==> config.mk <==
export PLATFORM = sky130hd
export DESIGN_NAME = ftp_address_port_parser_top
export DESIGN_NICKNAME = d
export VERILOG_FILES = /design/src/rtl/ftpap_pkg.sv /design/src/rtl/ftpap_in_stage.sv /design/src/rtl/ftpap_parser.sv /design/src/rtl/ftpap_out_stage.sv /design/src/rtl/ftp_address_port_parser_top.sv
export SDC_FILE = /design/constraint.sdc
export NUM_CORES = 1
export LEC_CHECK = 0
export ABC_AREA = 0
export ABC_CLOCK_PERIOD_IN_PS = 10800
export BUFFER_PORTS_ARGS = -buffer_cell sky130_fd_sc_hd__buf_2
export CORE_ASPECT_RATIO = 0.7
export CORE_MARGIN = 2
export CORE_UTILIZATION = 54
export DETAILED_ROUTE_END_ITERATION = 8
export PLACE_DENSITY = 0.76
export SLEW_MARGIN = 20
export SYNTH_ARGS = -nofsm -noshare
export SYNTH_HDL_FRONTEND = slang
export SYNTH_SLANG_ARGS = --single-unit
==> constraint.sdc <==
create_clock -name clk -period 10.8 [get_ports clk]
set_clock_uncertainty 0.15 [all_clocks]
set_input_delay 1.08 -clock clk [delete_from_list [all_inputs] [get_ports clk]]
set_output_delay 1.08 -clock clk [all_outputs]
set_load 0.005 [all_outputs]
==> src/rtl/ftpap_pkg.sv <==
`timescale 1ns / 1ps

package ftpap_pkg;

  // Argument kinds, taken from the first byte of a payload
  localparam logic [1:0] OP_PORT = 2'd0;
  localparam logic [1:0] OP_EPRT = 2'd1;
  localparam logic [1:0] OP_PASV = 2'd2;
  localparam logic [1:0] OP_EPSV = 2'd3;

  // Result status codes
  localparam logic [1:0] ST_OK      = 2'd0;
  localparam logic [1:0] ST_COUNTED = 2'd1;
  localparam logic [1:0] ST_FAIL    = 2'd2;
  localparam logic [1:0] ST_IPV6    = 2'd3;

  // Characters
  localparam logic [7:0] CH_COMMA = 8'h2C;
  localparam logic [7:0] CH_DOT   = 8'h2E;
  localparam logic [7:0] CH_CR    = 8'h0D;
  localparam logic [7:0] CH_ZERO  = 8'h30;
  localparam logic [7:0] CH_ONE   = 8'h31;
  localparam logic [7:0] CH_TWO   = 8'h32;
  localparam logic [7:0] CH_NINE  = 8'h39;
  localparam logic [7:0] DELIM_LO = 8'd33;
  localparam logic [7:0] DELIM_HI = 8'd126;

  localparam logic [2:0] LIST_FIELDS = 3'd6;
  localparam logic [2:0] ADDR_FIELDS = 3'd4;
  localparam logic [2:0] LAST_LIST   = 3'd5;
  localparam logic [2:0] LAST_ADDR   = 3'd3;

  typedef enum logic [3:0] {
    PH_IDLE      = 4'd0,
    PH_PORT_NUM  = 4'd1,
    PH_PASV_SKIP = 4'd2,
    PH_PASV_NUM  = 4'd3,
    PH_EPRT_HEAD = 4'd4,
    PH_EPRT_ADDR = 4'd5,
    PH_EPRT_PORT = 4'd6,
    PH_EPSV_HEAD = 4'd7,
    PH_EPSV_PORT = 4'd8,
    PH_DONE_SIX  = 4'd9,
    PH_DONE_EPRT = 4'd10,
    PH_DONE_EPSV = 4'd11,
    PH_DONE_FAIL = 4'd12
  } phase_t;

  typedef struct packed {
    logic [7:0] byte_value;
    logic [1:0] operation;
    logic       last_byte;
  } in_item_t;

  typedef struct packed {
    logic [1:0]  status;
    logic        address_valid;
    logic [31:0] ip_address;
    logic [15:0] port_number;
    logic [31:0] error_total;
  } out_item_t;

  function automatic logic is_digit(input logic [7:0] c);
    return (c >= CH_ZERO) && (c <= CH_NINE);
  endfunction

  function automatic logic delim_ok(input logic [7:0] c);
    return !is_digit(c) && (c >= DELIM_LO) && (c <= DELIM_HI);
  endfunction

  // x*10 + d as two shifts and adds
  function automatic logic [31:0] mac10_32(input logic [31:0] x, input logic [3:0] d);
    return (x << 3) + (x << 1) + {28'd0, d};
  endfunction

  function automatic logic [15:0] mac10_16(input logic [15:0] x, input logic [3:0] d);
    return (x << 3) + (x << 1) + {12'd0, d};
  endfunction

endpackage

==> src/rtl/ftpap_in_stage.sv <==
`timescale 1ns / 1ps

module ftpap_in_stage (
  input  logic               clk,
  input  logic               rst,
  input  logic               valid,
  output logic               stall,
  input  ftpap_pkg::in_item_t data,
  input  logic               take,
  output logic               full,
  output ftpap_pkg::in_item_t item
);

  logic accept;
  logic full_next;

  assign stall     = full && !take;
  assign accept    = valid && !stall;
  assign full_next = accept || (full && !take);

  always_ff @(posedge clk) begin
    if (rst) begin
      full <= 1'b0;
    end else begin
      full <= full_next;
    end
  end

  always_ff @(posedge clk) begin
    if (accept) begin
      item <= data;
    end
  end

endmodule

==> src/rtl/ftpap_parser.sv <==
`timescale 1ns / 1ps

module ftpap_parser (
  input  logic                 clk,
  input  logic                 rst,
  input  logic                 step,
  input  ftpap_pkg::in_item_t  item,
  output ftpap_pkg::out_item_t result
);

  // Parse state
  ftpap_pkg::phase_t phase, phase_next;
  logic [2:0]  field_index, field_index_next;
  logic [15:0] port_acc, port_acc_next;
  logic [7:0]  delim, delim_next;
  logic [1:0]  byte_pos, byte_pos_next;
  logic [1:0]  outcome, outcome_next;
  logic [31:0] err_count, err_count_next;

  // Decimal fields, only the bits that reach the result are kept
  logic [31:0] n0, n0_next;
  logic [23:0] n1, n1_next;
  logic [15:0] n2, n2_next;
  logic [7:0]  n3, n3_next;
  logic [15:0] n4, n4_next;
  logic [7:0]  n5, n5_next;

  logic [7:0]  c;
  logic [3:0]  d;
  logic        digit;
  logic        start;
  logic        wr_field;
  logic        run_list;
  logic        cr_only;
  logic [31:0] sel;
  logic [31:0] acc;
  logic [1:0]  st;
  logic        addr_ok;
  logic [31:0] ip;
  logic [15:0] port;

  assign c     = item.byte_value;
  assign d     = c[3:0];
  assign digit = ftpap_pkg::is_digit(c);
  assign start = (phase == ftpap_pkg::PH_IDLE) || (phase > ftpap_pkg::PH_DONE_FAIL);

  always_comb begin
    phase_next       = phase;
    field_index_next = field_index;
    port_acc_next    = port_acc;
    delim_next       = delim;
    byte_pos_next    = byte_pos;
    outcome_next     = outcome;
    n0_next = n0;
    n1_next = n1;
    n2_next = n2;
    n3_next = n3;
    n4_next = n4;
    n5_next = n5;
    wr_field = 1'b0;
    run_list = 1'b0;
    cr_only  = 1'b0;

    if (start) begin
      field_index_next = '0;
      port_acc_next    = '0;
      delim_next       = '0;
      byte_pos_next    = '0;
      outcome_next     = '0;
      n0_next = '0;
      n1_next = '0;
      n2_next = '0;
      n3_next = '0;
      n4_next = '0;
      n5_next = '0;
      case (item.operation)
        ftpap_pkg::OP_PORT: phase_next = ftpap_pkg::PH_PORT_NUM;
        ftpap_pkg::OP_EPRT: phase_next = ftpap_pkg::PH_EPRT_HEAD;
        ftpap_pkg::OP_PASV: phase_next = ftpap_pkg::PH_PASV_SKIP;
        default:            phase_next = ftpap_pkg::PH_EPSV_HEAD;
      endcase
    end

    case (phase_next)
      ftpap_pkg::PH_PORT_NUM: begin
        run_list = 1'b1;
        cr_only  = 1'b1;
      end
      ftpap_pkg::PH_PASV_SKIP: begin
        if (digit) begin
          phase_next = ftpap_pkg::PH_PASV_NUM;
          run_list   = 1'b1;
        end
      end
      ftpap_pkg::PH_PASV_NUM: begin
        run_list = 1'b1;
      end
      ftpap_pkg::PH_EPRT_HEAD: begin
        if (byte_pos_next == 2'd0) begin
          delim_next = c;
          if (!ftpap_pkg::delim_ok(c)) begin
            phase_next   = ftpap_pkg::PH_DONE_FAIL;
            outcome_next = ftpap_pkg::ST_COUNTED;
          end else begin
            byte_pos_next = 2'd1;
          end
        end else if (byte_pos_next == 2'd1) begin
          if (c == ftpap_pkg::CH_ONE) begin
            outcome_next  = ftpap_pkg::ST_OK;
            byte_pos_next = 2'd2;
          end else if (c == ftpap_pkg::CH_TWO) begin
            outcome_next  = ftpap_pkg::ST_IPV6;
            byte_pos_next = 2'd2;
          end else begin
            phase_next   = ftpap_pkg::PH_DONE_FAIL;
            outcome_next = ftpap_pkg::ST_COUNTED;
          end
        end else begin
          if (c != delim_next || item.last_byte) begin
            phase_next   = ftpap_pkg::PH_DONE_FAIL;
            outcome_next = ftpap_pkg::ST_COUNTED;
          end else if (outcome_next == ftpap_pkg::ST_IPV6) begin
            phase_next   = ftpap_pkg::PH_DONE_FAIL;
            outcome_next = ftpap_pkg::ST_IPV6;
          end else begin
            phase_next       = ftpap_pkg::PH_EPRT_ADDR;
            field_index_next = '0;
          end
        end
      end
      ftpap_pkg::PH_EPRT_ADDR: begin
        if (digit) begin
          wr_field = (field_index_next < ftpap_pkg::ADDR_FIELDS);
        end else if (c == ftpap_pkg::CH_DOT) begin
          field_index_next = field_index_next + 3'd1;
          if (field_index_next >= ftpap_pkg::ADDR_FIELDS) begin
            phase_next   = ftpap_pkg::PH_DONE_FAIL;
            outcome_next = ftpap_pkg::ST_COUNTED;
          end
        end else if (c == delim_next && field_index_next == ftpap_pkg::LAST_ADDR) begin
          phase_next    = ftpap_pkg::PH_EPRT_PORT;
          port_acc_next = '0;
        end else begin
          phase_next   = ftpap_pkg::PH_DONE_FAIL;
          outcome_next = ftpap_pkg::ST_COUNTED;
        end
      end
      ftpap_pkg::PH_EPSV_HEAD: begin
        if (byte_pos_next == 2'd0) begin
          delim_next = c;
          if (!ftpap_pkg::delim_ok(c)) begin
            phase_next   = ftpap_pkg::PH_DONE_FAIL;
            outcome_next = ftpap_pkg::ST_FAIL;
          end else begin
            byte_pos_next = 2'd1;
          end
        end else if (byte_pos_next == 2'd1) begin
          if (c != delim_next) begin
            phase_next   = ftpap_pkg::PH_DONE_FAIL;
            outcome_next = ftpap_pkg::ST_FAIL;
          end else begin
            byte_pos_next = 2'd2;
          end
        end else begin
          if (c != delim_next || item.last_byte) begin
            phase_next   = ftpap_pkg::PH_DONE_FAIL;
            outcome_next = ftpap_pkg::ST_FAIL;
          end else begin
            phase_next    = ftpap_pkg::PH_EPSV_PORT;
            port_acc_next = '0;
          end
        end
      end
      ftpap_pkg::PH_EPRT_PORT, ftpap_pkg::PH_EPSV_PORT: begin
        if (c == delim_next) begin
          if (port_acc_next == 16'd0) begin
            outcome_next = (phase_next == ftpap_pkg::PH_EPRT_PORT) ?
                           ftpap_pkg::ST_COUNTED : ftpap_pkg::ST_FAIL;
            phase_next   = ftpap_pkg::PH_DONE_FAIL;
          end else begin
            phase_next = (phase_next == ftpap_pkg::PH_EPRT_PORT) ?
                         ftpap_pkg::PH_DONE_EPRT : ftpap_pkg::PH_DONE_EPSV;
          end
        end else if (digit) begin
          port_acc_next = ftpap_pkg::mac10_16(port_acc_next, d);
        end else begin
          outcome_next = (phase_next == ftpap_pkg::PH_EPRT_PORT) ?
                         ftpap_pkg::ST_COUNTED : ftpap_pkg::ST_FAIL;
          phase_next   = ftpap_pkg::PH_DONE_FAIL;
        end
      end
      default: begin
      end
    endcase

    // comma list shared by PORT and PASV
    if (run_list) begin
      if (digit) begin
        wr_field = (field_index_next < ftpap_pkg::LIST_FIELDS);
      end else if (c == ftpap_pkg::CH_COMMA) begin
        field_index_next = field_index_next + 3'd1;
        if (field_index_next >= ftpap_pkg::LIST_FIELDS) begin
          phase_next   = ftpap_pkg::PH_DONE_FAIL;
          outcome_next = ftpap_pkg::ST_COUNTED;
        end
      end else if ((!cr_only || c == ftpap_pkg::CH_CR) &&
                   field_index_next == ftpap_pkg::LAST_LIST) begin
        phase_next = ftpap_pkg::PH_DONE_SIX;
      end else begin
        phase_next   = ftpap_pkg::PH_DONE_FAIL;
        outcome_next = ftpap_pkg::ST_COUNTED;
      end
    end

    // one shared x10 accumulate for the selected field
    case (field_index_next)
      3'd0:    sel = n0_next;
      3'd1:    sel = {8'd0, n1_next};
      3'd2:    sel = {16'd0, n2_next};
      3'd3:    sel = {24'd0, n3_next};
      3'd4:    sel = {16'd0, n4_next};
      default: sel = {24'd0, n5_next};
    endcase
    acc = ftpap_pkg::mac10_32(sel, d);

    if (wr_field) begin
      case (field_index_next)
        3'd0:    n0_next = acc;
        3'd1:    n1_next = acc[23:0];
        3'd2:    n2_next = acc[15:0];
        3'd3:    n3_next = acc[7:0];
        3'd4:    n4_next = acc[15:0];
        default: n5_next = acc[7:0];
      endcase
    end
  end

  // Result for the byte marked last
  assign ip = n0_next | {n1_next, 8'd0} | {n2_next, 16'd0} | {n3_next, 24'd0};

  always_comb begin
    st      = ftpap_pkg::ST_OK;
    addr_ok = 1'b0;
    port    = '0;
    case (phase_next)
      ftpap_pkg::PH_DONE_SIX: begin
        addr_ok = 1'b1;
        port    = n4_next | {n5_next, 8'd0};
      end
      ftpap_pkg::PH_DONE_EPRT: begin
        addr_ok = 1'b1;
        port    = port_acc_next;
      end
      ftpap_pkg::PH_DONE_EPSV: begin
        port = port_acc_next;
      end
      ftpap_pkg::PH_DONE_FAIL: begin
        st = outcome_next;
      end
      ftpap_pkg::PH_PASV_SKIP, ftpap_pkg::PH_EPSV_HEAD, ftpap_pkg::PH_EPSV_PORT: begin
        st = ftpap_pkg::ST_FAIL;
      end
      default: begin
        st = ftpap_pkg::ST_COUNTED;
      end
    endcase
    err_count_next = err_count + {31'd0, (st == ftpap_pkg::ST_COUNTED)};
  end

  assign result.status        = st;
  assign result.address_valid = addr_ok;
  assign result.ip_address    = addr_ok ? ip : 32'd0;
  assign result.port_number   = port;
  assign result.error_total   = err_count_next;

  always_ff @(posedge clk) begin
    if (rst) begin
      phase       <= ftpap_pkg::PH_IDLE;
      field_index <= '0;
      port_acc    <= '0;
      delim       <= '0;
      byte_pos    <= '0;
      outcome     <= '0;
      err_count   <= '0;
    end else if (step) begin
      phase       <= item.last_byte ? ftpap_pkg::PH_IDLE : phase_next;
      field_index <= field_index_next;
      port_acc    <= port_acc_next;
      delim       <= delim_next;
      byte_pos    <= byte_pos_next;
      outcome     <= outcome_next;
      if (item.last_byte) begin
        err_count <= err_count_next;
      end
    end
  end

  // fields are cleared at the start of every payload
  always_ff @(posedge clk) begin
    if (step) begin
      n0 <= n0_next;
      n1 <= n1_next;
      n2 <= n2_next;
      n3 <= n3_next;
      n4 <= n4_next;
      n5 <= n5_next;
    end
  end

endmodule

==> src/rtl/ftpap_out_stage.sv <==
`timescale 1ns / 1ps

module ftpap_out_stage (
  input  logic                 clk,
  input  logic                 rst,
  input  logic                 load,
  input  ftpap_pkg::out_item_t result,
  output logic                 room,
  output logic                 valid,
  input  logic                 stall,
  output ftpap_pkg::out_item_t data
);

  logic valid_next;

  assign room       = !valid || !stall;
  assign valid_next = load || (valid && stall);

  always_ff @(posedge clk) begin
    if (rst) begin
      valid <= 1'b0;
    end else begin
      valid <= valid_next;
    end
  end

  always_ff @(posedge clk) begin
    if (load) begin
      data <= result;
    end
  end

endmodule

==> src/rtl/ftp_address_port_parser_top.sv <==
`timescale 1ns / 1ps

// FTP PORT / PASV / EPRT / EPSV argument parser.
// byte channel: one argument byte per item with its kind (taken from the
// first byte of a payload) and an end marker. result channel: one item per
// payload, on its last byte: status, IPv4 address, port and the running
// parse error count.
// Result path: an accepted byte is loaded into the input register; when a
// last byte is taken from it, the result register loads and result_valid
// rises. That take waits while a held result is stalled.
// Throughput: one byte per cycle, also while a result waits, except a last
// byte behind a stalled result; per byte, one x10 accumulate and compare.
// Stall: byte_stall rises only when a last byte sits in the input register
// while the result register is full and result_stall is high. Non-last
// bytes keep flowing behind a stalled result.
// Reset: clears the parse state and the error count; no result is pending
// afterwards and the next byte starts a new payload.

module ftp_address_port_parser_top (
  input  logic                 clk,
  input  logic                 rst,
  input  logic                 byte_valid,
  output logic                 byte_stall,
  input  ftpap_pkg::in_item_t  byte_data,
  output logic                 result_valid,
  input  logic                 result_stall,
  output ftpap_pkg::out_item_t result_data
);

  logic                 full;
  logic                 room;
  logic                 take;
  ftpap_pkg::in_item_t  item;
  ftpap_pkg::out_item_t result;

  assign take = full && (!item.last_byte || room);

  ftpap_in_stage u_in_stage (
    .clk   (clk),
    .rst   (rst),
    .valid (byte_valid),
    .stall (byte_stall),
    .data  (byte_data),
    .take  (take),
    .full  (full),
    .item  (item)
  );

  ftpap_parser u_parser (
    .clk    (clk),
    .rst    (rst),
    .step   (take),
    .item   (item),
    .result (result)
  );

  ftpap_out_stage u_out_stage (
    .clk    (clk),
    .rst    (rst),
    .load   (take && item.last_byte),
    .result (result),
    .room   (room),
    .valid  (result_valid),
    .stall  (result_stall),
    .data   (result_data)
  );

endmodule

==> results.cfg <==
[synthesis]
yosysWarnings = 0
yosys.area.top_type = edfxtp_1
ys_async_sr_fraction_pct = 0
synth.top_cell.area_share_pct = 37.25
synth_edf_count = 198
synth_flop_cell = edfxtp_1
netlist_instances = 1585
synth_fp_nets = 1697
synth.ff_latch_count = 267
synth.avg_cell_area_um2 = 10.07
ys_types = 92
syn_area_um2 = 15960
synth_area_leaders = edfxtp_1 37%, dfxtp_1 8.7%, ha_1 7.3%
yosysSeqAreaShare_pct = 45.90

[detailed_routing]
drt_iter0_markers = 1593
first_pass_iters = 7
wire_per_inst_um = 21.71
drc = 0
ant_nets = 0
num_vias = 12950
totalWireLength_um = 44240
vias_per_cell = 6.354

[flow_run]
cap_violations = 0

[floorplan]
die_y_um = 147.8
rows = 52
pin_count = 100
die_area_um2 = 30970
initial_core_util_pct = 55.01
core-area_um2 = 29020
dieWidth_um = 209.5

[sta]
setup-violations-final = 0
fmax_ghz = 0.1046
period_needed_ps = 9556
max-slew-margin-rel_pct = 25.27
hold_viol = 0
finalSetupTns_ps = 0
rsz0062_at_grt = no
fin_crit_sh_pct = 88.49
slew_viol_final = 0
max_slew.worst_pin.slew_ps = 1121

[clocking]
cts_resized = 0
ctsHtreeMaxLevel = 1
clk_path_buf_depth = 3
cts_made_buffers = 27
clk_pin_slew_ps = 60
cts_root_buf = clkbuf_16
tritoncts = yes
hold_buffers = 0
cts_sinks = 267
clock_latency_ps = 570
postCtsSetupBuffers = 0

[status]
outcome = complete, no violations

[grt]
antenna_found_initial = 0
overflow = 0
track_usage_pct = 28.32
grt_pass1_wl_um = 69010
grt.met2_usage_pct = 38.22
use_met3_pct = 8.498
grt_pass1_vias = 12198
top_usage_layer = met1
grt_max_degree = 92
use_met1_pct = 44.31

[worst_setup_path]
crit_fanout = 19
critPathKind = flop to flop
r2r_setup_slack_ps = 1240
critPathBufInv = 2
crit_top_cell = fa_1
end_kind = flop
critical_path_required_ps = 10950
path_depth = 27
critical_path.top_delay_family = compound AO/OA/AOI/OAI gates
r2r_end = u_out_stage.data[78]$_SDFFCE_PN0P_
rr_worst_depth = 27
r2r-start = u_parser.phase[2]$_SDFFE_PP0P_
cp_slowest_stage_delay_ps = 870
critPathArrivalTime_ps = 9710
cp-startpoint = u_parser.phase[2]$_SDFFE_PP0P_
start_kind = flop
cp-endpoint = u_out_stage.data[78]$_SDFFCE_PN0P_
critPathSlowestCell = nor3_1

[cells_and_area]
final_nets = 1751
antenna_cells = 0
layout-drive-gt1-share_pct = 12.29
area_delta_synth_final_pct = 10.64
fin_util_pct = 60.86
fill_cells = 2413

[min_path]
worstHoldPathType = flop to flop

[power]
p_comb_share_pct = 15.6
leakage_uw = 0.007159
swShare_pct = 27.96
switchingPower_uw = 736.9
power_density_nw_per_um2 = 149.2
peakVddDrop_mv = 0.1150
finalPower_uw = 2635
seq_power_share_pct = 44.7
p_int_uw = 1898
pwr-share-clk_pct = 39.7

[placement]
place.gp.congestion = 0.9702
dp_hpwl_um = 31340
port_buffers = 99
==> worst min-delay path by stage <==
stage	startpoint	cells past startpoint	to	slack [ps]
floorplan	u_parser.field_index[0]$_SDFFE_PP0P_	2	u_parser.field_index[0]$_SDFFE_PP0P_	280
global placement	u_parser.field_index[0]$_SDFFE_PP0P_	2	u_parser.field_index[0]$_SDFFE_PP0P_	290
detailed placement	u_parser.field_index[0]$_SDFFE_PP0P_	2	u_parser.field_index[0]$_SDFFE_PP0P_	300
CTS	u_parser.field_index[0]$_SDFFE_PP0P_	2	u_parser.field_index[0]$_SDFFE_PP0P_	300
global route	u_parser.field_index[0]$_SDFFE_PP0P_	2	u_parser.field_index[0]$_SDFFE_PP0P_	330
finish	u_parser.field_index[0]$_SDFFE_PP0P_	2	u_parser.field_index[0]$_SDFFE_PP0P_	300
==> power groups by stage <==
stage / Clock (µW) / Combinational, µW / Sequential (µW)
floorplan: 0 / 278 / 1190
global placement: 0 / 393 / 1200
detailed placement: 0 / 397 / 1200
CTS: 1060 / 401 / 1180
global route: 1100 / 449 / 1180
finish: 1040 / 412 / 1180
==> tightest hold or removal path: cells and delay by family, from the launching register on <==
kind               cells  cell delay, ps
and+or+nand+nor        1              50
DFF                    1             300
AOI/OAI and AO/OA      1              50
==> metal layers <==
layer  vias to the layer above  wire length, µm
met5                         -                0
met2                       629            17590
met4                         0              772
li1                       6086                -
met3                        59             4976
met1                      6176            20900
==> synthesized netlist by cell type (all sizes together) (5+ instances only) <==
cell / number
a211oi: 19
a21o: 20
a21oi: 63
a22o: 6
a22oi: 49
a31o: 13
a31oi: 22
a32oi: 5
and2: 15
and3: 41
and4: 7
buf: 42
clkbuf: 49
dfxtp: 69
edfxtp: 198
ha: 93
inv: 45
mux2i: 31
nand2: 103
nand2b: 16
nand3: 96
nand4: 13
nor2: 141
nor2b: 9
nor3: 20
nor4: 10
o211ai: 9
o21a: 17
o21ai: 120
o21bai: 7
o22ai: 24
o2bb2ai: 8
o31a: 9
o31ai: 8
o41a: 8
or2: 6
or3: 10
or4: 6
xnor2: 35
xor2: 69
==> flip-flops by register name, indices dropped and copies added (netlist names), 3 cells and up <==
name                  count
u_out_stage.data         83
u_parser.delim            8
u_parser.n1              24
u_parser.n5               8
u_parser.field_index      3
u_parser.err_count       32
u_parser.n4              16
u_in_stage.item          11
u_parser.n2              16
u_parser.n0              32
u_parser.port_acc        16
u_parser.phase            4
u_parser.n3               8
==> placed cells by master (no fill, tap or decap), types with 42 or more instances in the layout <==
cell | Yosys | layout
inv_1 | 44 | 42
nand3_1 | 93 | 93
a22oi_1 | 48 | 48
buf_2 | 23 | 99
xor2_1 | 69 | 69
a21oi_1 | 63 | 62
dfxtp_1 | 69 | 69
ha_1 | 93 | 93
nand2_1 | 103 | 103
edfxtp_1 | 198 | 198
nor2_1 | 140 | 139
o21ai_0 | 86 | 86
==> metrics by stage <==
stage          setup WS, ps  hold WS, ps  cell area, µm²  instances
4_1_cts                1157        304.1           17650       2037
3_3_place_gp           1464        291.0           16660       1987
5_1_grt               489.3        333.9           17660       2038
6_report               1244        299.4           17660       2038
2_1_floorplan          3109        281.9           15960       1585
3_5_place_dp           1186        295.5           16660       1987
==> logic make-up after synthesis <==
family,count (synthesis),share of synthesized area (%)
flops,267,45.90
mux,34,2.234
fa+ha+maj,97,7.792
xor+xnor,104,5.754
compound gates,449,19.32
buf+inv,136,3.614
simple gates,498,15.38
==> layout make-up <==
class                      instances  area (µm²)  share of cell area [%]
sequential                       267        7327                   41.49
clock buffer                      31       721.9                   4.088
timing repair buffer             116       623.1                   3.528
multi-input combinational       1182        8073                   45.71
clock inverter                    19       267.8                   1.516
tap                              378       473.0                   2.678
inverter                          45       173.9                  0.9848
(Power assumes the default switching activity.)
